===== src/cse_pkg.sv =====
`timescale 1ns / 1ps
// Shared types and constants for the cardinal spline evaluator.
// No dependencies; used by cse_div_stage and cardinal_spline_eval.
package cse_pkg;

	// Register map: the register index is paddr[2].
	localparam logic IDX_TENSION_GAIN = 1'b0;
	localparam logic [15:0] TENSION_RESET = 16'd4096;

	// Restoring divider shape: 36 quotient bits, 16-bit divisor, 4 bits per stage.
	localparam int DIVW       = 36;
	localparam int DENW       = 16;
	localparam int DIV_STEPS  = 4;
	localparam int DIV_STAGES = DIVW / DIV_STEPS;

	// Tangent numerator width and the Q12 scale of the tension.
	localparam int NUMW      = 48;
	localparam int TAN_SHIFT = 12;

	// Divider lanes: two tangents and the local parameter.
	localparam int LANE_T1   = 0;
	localparam int LANE_T2   = 1;
	localparam int LANE_S    = 2;
	localparam int NUM_LANES = 3;

	// Pipeline stage positions.
	localparam int ST_S1      = 0;
	localparam int ST_S2      = 1;
	localparam int ST_S3      = 2;
	localparam int DIV_FIRST  = 3;
	localparam int ST_SIGN    = DIV_FIRST + DIV_STAGES;
	localparam int ST_SQ      = ST_SIGN + 1;
	localparam int ST_CUBE    = ST_SIGN + 2;
	localparam int ST_BASIS   = ST_SIGN + 3;
	localparam int ST_PROD    = ST_SIGN + 4;
	localparam int ST_PAIR    = ST_SIGN + 5;
	localparam int ST_OUT     = ST_SIGN + 6;
	localparam int NUM_STAGES = ST_OUT + 1;

	localparam logic [16:0] S_ONE = 17'd65536;

	typedef struct packed {
		logic [DENW-1:0] rem;
		logic [DIVW-1:0] work;
		logic [DENW-1:0] den;
	} div_lane_t;

	typedef struct packed {
		logic        seg_zero;
		logic        sneg;
		logic        tan1_neg;
		logic        tan1_zero;
		logic        tan2_neg;
		logic        tan2_zero;
		logic [15:0] vs;
		logic [15:0] ve;
	} side_t;

	function automatic logic [15:0] mag17(input logic signed [16:0] x);
		logic signed [16:0] n;
		n = -x;
		return x[16] ? n[15:0] : x[15:0];
	endfunction

endpackage


===== src/cse_div_stage.sv =====
`timescale 1ns / 1ps
// One pipeline stage of a restoring divider lane: DIV_STEPS quotient bits per stage.
// Depends on cse_pkg for the lane type and divider widths.
module cse_div_stage (
	input  logic                 clk,
	input  logic                 en,
	input  cse_pkg::div_lane_t   lane_in,
	output cse_pkg::div_lane_t   lane_s1
);

	cse_pkg::div_lane_t nxt;

	always_comb begin
		logic [cse_pkg::DENW:0]   shifted;
		logic [cse_pkg::DENW-1:0] rem;
		logic [cse_pkg::DIVW-1:0] work;
		logic                     qbit;
		rem = lane_in.rem;
		work = lane_in.work;
		for (int i = 0; i < cse_pkg::DIV_STEPS; i++) begin
			shifted = {rem, work[cse_pkg::DIVW-1]};
			if (shifted >= {1'b0, lane_in.den}) begin
				rem = cse_pkg::DENW'(shifted - {1'b0, lane_in.den});
				qbit = 1'b1;
			end else begin
				rem = shifted[cse_pkg::DENW-1:0];
				qbit = 1'b0;
			end
			work = {work[cse_pkg::DIVW-2:0], qbit};
		end
		nxt.rem = rem;
		nxt.work = work;
		nxt.den = lane_in.den;
	end

	always_ff @(posedge clk) begin
		if (en) begin
			lane_s1 <= nxt;
		end
	end

endmodule


===== config.mk =====
export PLATFORM = sky130hd
export DESIGN_NAME = cse_div_stage
export DESIGN_NICKNAME = d
export VERILOG_FILES = /design/src/cse_pkg.sv /design/src/cse_div_stage.sv
export SDC_FILE = /design/constraint.sdc
export NUM_CORES = 1
export LEC_CHECK = 0
export BUFFER_PORTS_ARGS = -buffer_cell sky130_fd_sc_hd__buf_2
export CAP_MARGIN = 20
export CORE_MARGIN = 2
export CORE_UTILIZATION = 50
export DETAILED_ROUTE_END_ITERATION = 6
export PLACE_DENSITY = 0.83
export SLEW_MARGIN = 20
export SYNTH_ARGS = -nofsm -noshare
export SYNTH_HDL_FRONTEND = slang
export SYNTH_SLANG_ARGS = --single-unit

===== constraint.sdc =====
create_clock -name clk -period 13.8 [get_ports clk]
set_clock_uncertainty 0.05 [all_clocks]
set_input_delay 2.76 -clock clk [delete_from_list [all_inputs] [get_ports clk]]
set_output_delay 2.76 -clock clk [all_outputs]
set_load 0.01 [all_outputs]

[Word-level counts from Yosys, hierarchy flattened]
Index checks and enable logic that the tools add are counted.
Storage, ports and cells
  flip-flop bits (word level): 68
  input bits: 70
  logic and storage cells: 19
  output and inout bits: 68
Cells by class
  multiplexer cells: 8
  $lt $le $gt $ge: 4
  add/sub/neg operators: 4
Operators by type and width (count)
  17-bit by 16-bit >= comparator with 1-bit output: 4
  16-bit 2-to-1 mux: 4
  16-bit subtractor: 4
  1-bit 2-to-1 mux: 4

[Depth between registers and ports, before layout]
  depth in word-level cells: 8
  depth in mapped cells: 47
  mapped depth without buffers: 44

[Least setup slack after synthesis]
OpenSTA, ideal clock, no wires.
  kind: input-to-reg
  start point: input port lane_in[1] (netlist bit)
  end point: register lane_s1[59] (netlist bit), data pin
  arrival: 12771 ps
  path slack: 719 ps
  buffers on the path: 3
  required time: 13490 ps
  stages: 46
  library setup time: 260 ps
  path through: inv_1 -> ha_1 -> nor2b_1 -> o31a_1 -> o31ai_4 -> nand4_2 -> a31oi_4 -> inv_2 -> mux2_2 -> inv_1 -> ha_1 -> nor2b_1 -> o31ai_1 -> a211oi_1 -> nor3_1 -> o21a_1 -> o21ai_0 -> a221oi_2 -> [... 10 more ...] -> a21o_1 -> a221o_1 -> a31oi_4 -> buf_2 -> mux2i_1 -> ha_1 -> nor2b_1 -> o211ai_1 -> a21oi_1 -> o221a_2 -> o21a_1 -> o21ai_0 -> o2bb2ai_1 -> o21ai_0 -> a2111oi_4 -> mux2i_4 -> buf_6 -> mux2_4
RTL lines
  from (decl): RTL line cse_div_stage.sv:7  | input cse_pkg::div_lane_t lane_in,
  to (signal assigned): RTL line cse_div_stage.sv:38  | lane_s1 <= nxt;
  to (decl): RTL line cse_div_stage.sv:8  | output cse_pkg::div_lane_t lane_s1

==> results.cfg <==
[synthesis]
ys.flop_type = edfxtp_1
avgSynthCellArea_um2 = 10.3
synth_warnings = 0
ys_async_sr_fraction = 0
synth_cells = 549
ys_ff_latch = 68
synth_area_um2 = 5660
ys_seq_area_frac = 0.361
synth_edf_count = 68
synth.net_count = 687
synth.distinct_cells = 59

[global_route]
globalRouteOverflowTotal = 0
met3_usage = 0.0441
antenna_found_initial = 1
grt_max_degree = 69
grt_use_total = 0.246
use_met1 = 0.289
gr-usage-met2 = 0.457
grt_pass1_vias = 4800
busiest_layer = met2
grt_pass1_wl_um = 23000

[min_path]
hp-class = input pin to flop

[cells_and_area]
nNetsFinal = 839
fin_cells = 845
top_regs = lane_s1 x68
max_flop_register = lane_s1
drive_gt1_frac = 0.289
largest_reg_flops = 68
final_cell_mix = buf_2, edfxtp_1, ha_1
final_common_cell = buf_2
n_antenna_cell = 0
area_delta_synth_final_pct = 21.8
final_util = 0.630

[worst_setup_path]
path_buf_inv = 8
crit_required_ns = 13.82
cp_max_fo = 28
cp_slowest_stage_delay_ns = 0.43
worstSetupPathType = input pin to flop
arrival_ns = 13.13
critical_path.top_delay_family = compound AO/OA/AOI/OAI gates
cp-start-kind = input pin
worstSetupEndpointType = flop
slowest_stage = mux2_2

[timing]
rsz0062_at_grt = no
hold_ws_ns = 2.56
finalSetupViolations = 0
worstMarginPinSlew_ns = 0.858
fmax_mhz = 76.3
finalCriticalPeriod_ns = 13.11
slew_headroom = 0.428
finalMaxSlewViolations = 0
finalCritPeriodShare = 0.950
hold_viol = 0
fin_tns_setup_ns = 0

[clocking]
post-cts-setup-buffer-count = 0
cts_buffers = 9
hold_buffers = 0
cts_max_level = 3
clockBufferDepth = 2
root_buffer = clkbuf_16
cts_sinks = 68
cts.repair.resized = 0
clk_pin_slew_worst_paths_ns = 0.05
tritoncts = done

[drt]
drt_iter0_drc = 265
vias_per_cell = 5.75
drc = 0
via_count = 4856
first_pass_iters = 5
drt_wl_total_um = 14900
routedWlPerCell_um = 17.6
ant_nets = 0

[place]
place_congestion = 0.918
io_buffers = 137
dp.cells = 830
dp_hpwl_um = 12000

[job]
cap_viol_max_count = 0

[power]
irDropWorstVdd_v = 0.000198
powerDensity_nw_per_um2 = 259
power_mw = 1.79
p_leak_nw = 3.11

[floorplan]
start_util = 0.517
io_pins = 138
die_h_um = 110
coreArea_um2 = 10900
dieArea_um2 = 12200
rows = 38
die_width_um = 110

[run_status]
status = finished clean
-- area by class of cell --
cell class,instances,area [µm²]
clock inverter,5,77.6
sequential,68,2040
multi-input combinational,430,3410
clock buffer,10,229
fill,873,4050
timing repair buffer,147,786
inverter,45,169
tap,140,175
-- per-stage QoR --
step	worst slack (ns)	instance area, µm²
2_1_floorplan	0.719	5660
3_3_place_gp	0.796	6580
3_5_place_dp	0.424	6580
4_1_cts	0.698	6890
5_1_grt	0.00638	6890
6_report	0.689	6890
-- routing by layer --
metal | routed length, µm | up-vias | part of all wire
met5 | 0 | - | 0
met1 | 6080 | 2266 | 0.41
met2 | 7420 | 217 | 0.50
met3 | 1180 | 23 | 0.079
met4 | 229 | 0 | 0.015
li1 | - | 2350 | -
-- cells by family (layout without fill, tap and decap cells) --
group | Yosys count | after routing | share of synthesized area
simple gates | 136 | 136 | 0.116
mux | 34 | 34 | 0.0737
buf+inv | 51 | 207 | 0.0358
compound gates | 143 | 143 | 0.182
flops | 68 | 68 | 0.361
fa+ha+maj | 68 | 68 | 0.156
xor+xnor | 49 | 49 | 0.0759
-- power by group --
group          leakage (nW)  internal [mW]  switching, mW
clock network         0.148          0.156         0.0792
logic                  2.30          0.610          0.611
registers             0.666          0.317         0.0141
-- worst paths after layout --
kind  cells past startpoint  slack (ns)        start          end
max                      46        0.69   lane_in[1]  lane_s1[64]
min                       1        2.56  lane_in[36]  lane_s1[40]
-- synthesized netlist by cell type (4+ instances only) --
| cell type | n | area (µm²) |
|---|---|---|
| o41ai_1 | 4 | 35.0 |
| xor2_1 | 20 | 175 |
| mux2i_1 | 6 | 60.1 |
| o21bai_1 | 10 | 75.1 |
| inv_1 | 44 | 165 |
| nor2_1 | 31 | 116 |
| a211oi_1 | 5 | 37.5 |
| fa_1 | 4 | 80.1 |
| nor2b_1 | 6 | 37.5 |
| xnor2_1 | 29 | 254 |
| or3_1 | 6 | 37.5 |
| o21ai_0 | 33 | 165 |
| o21a_1 | 8 | 60.1 |
| mux2_2 | 19 | 214 |
| nand2_1 | 43 | 161 |
| nand2b_1 | 4 | 25.0 |
| a21o_1 | 18 | 135 |
| and2_1 | 4 | 25.0 |
| edfxtp_1 | 68 | 2040 |
| nand4_1 | 10 | 62.6 |
| a21oi_1 | 34 | 170 |
| nor3_1 | 8 | 40.0 |
| nand3_1 | 13 | 65.1 |
| mux2_4 | 8 | 120 |
| ha_1 | 64 | 801 |
Power figures use the tool's default switching activity.
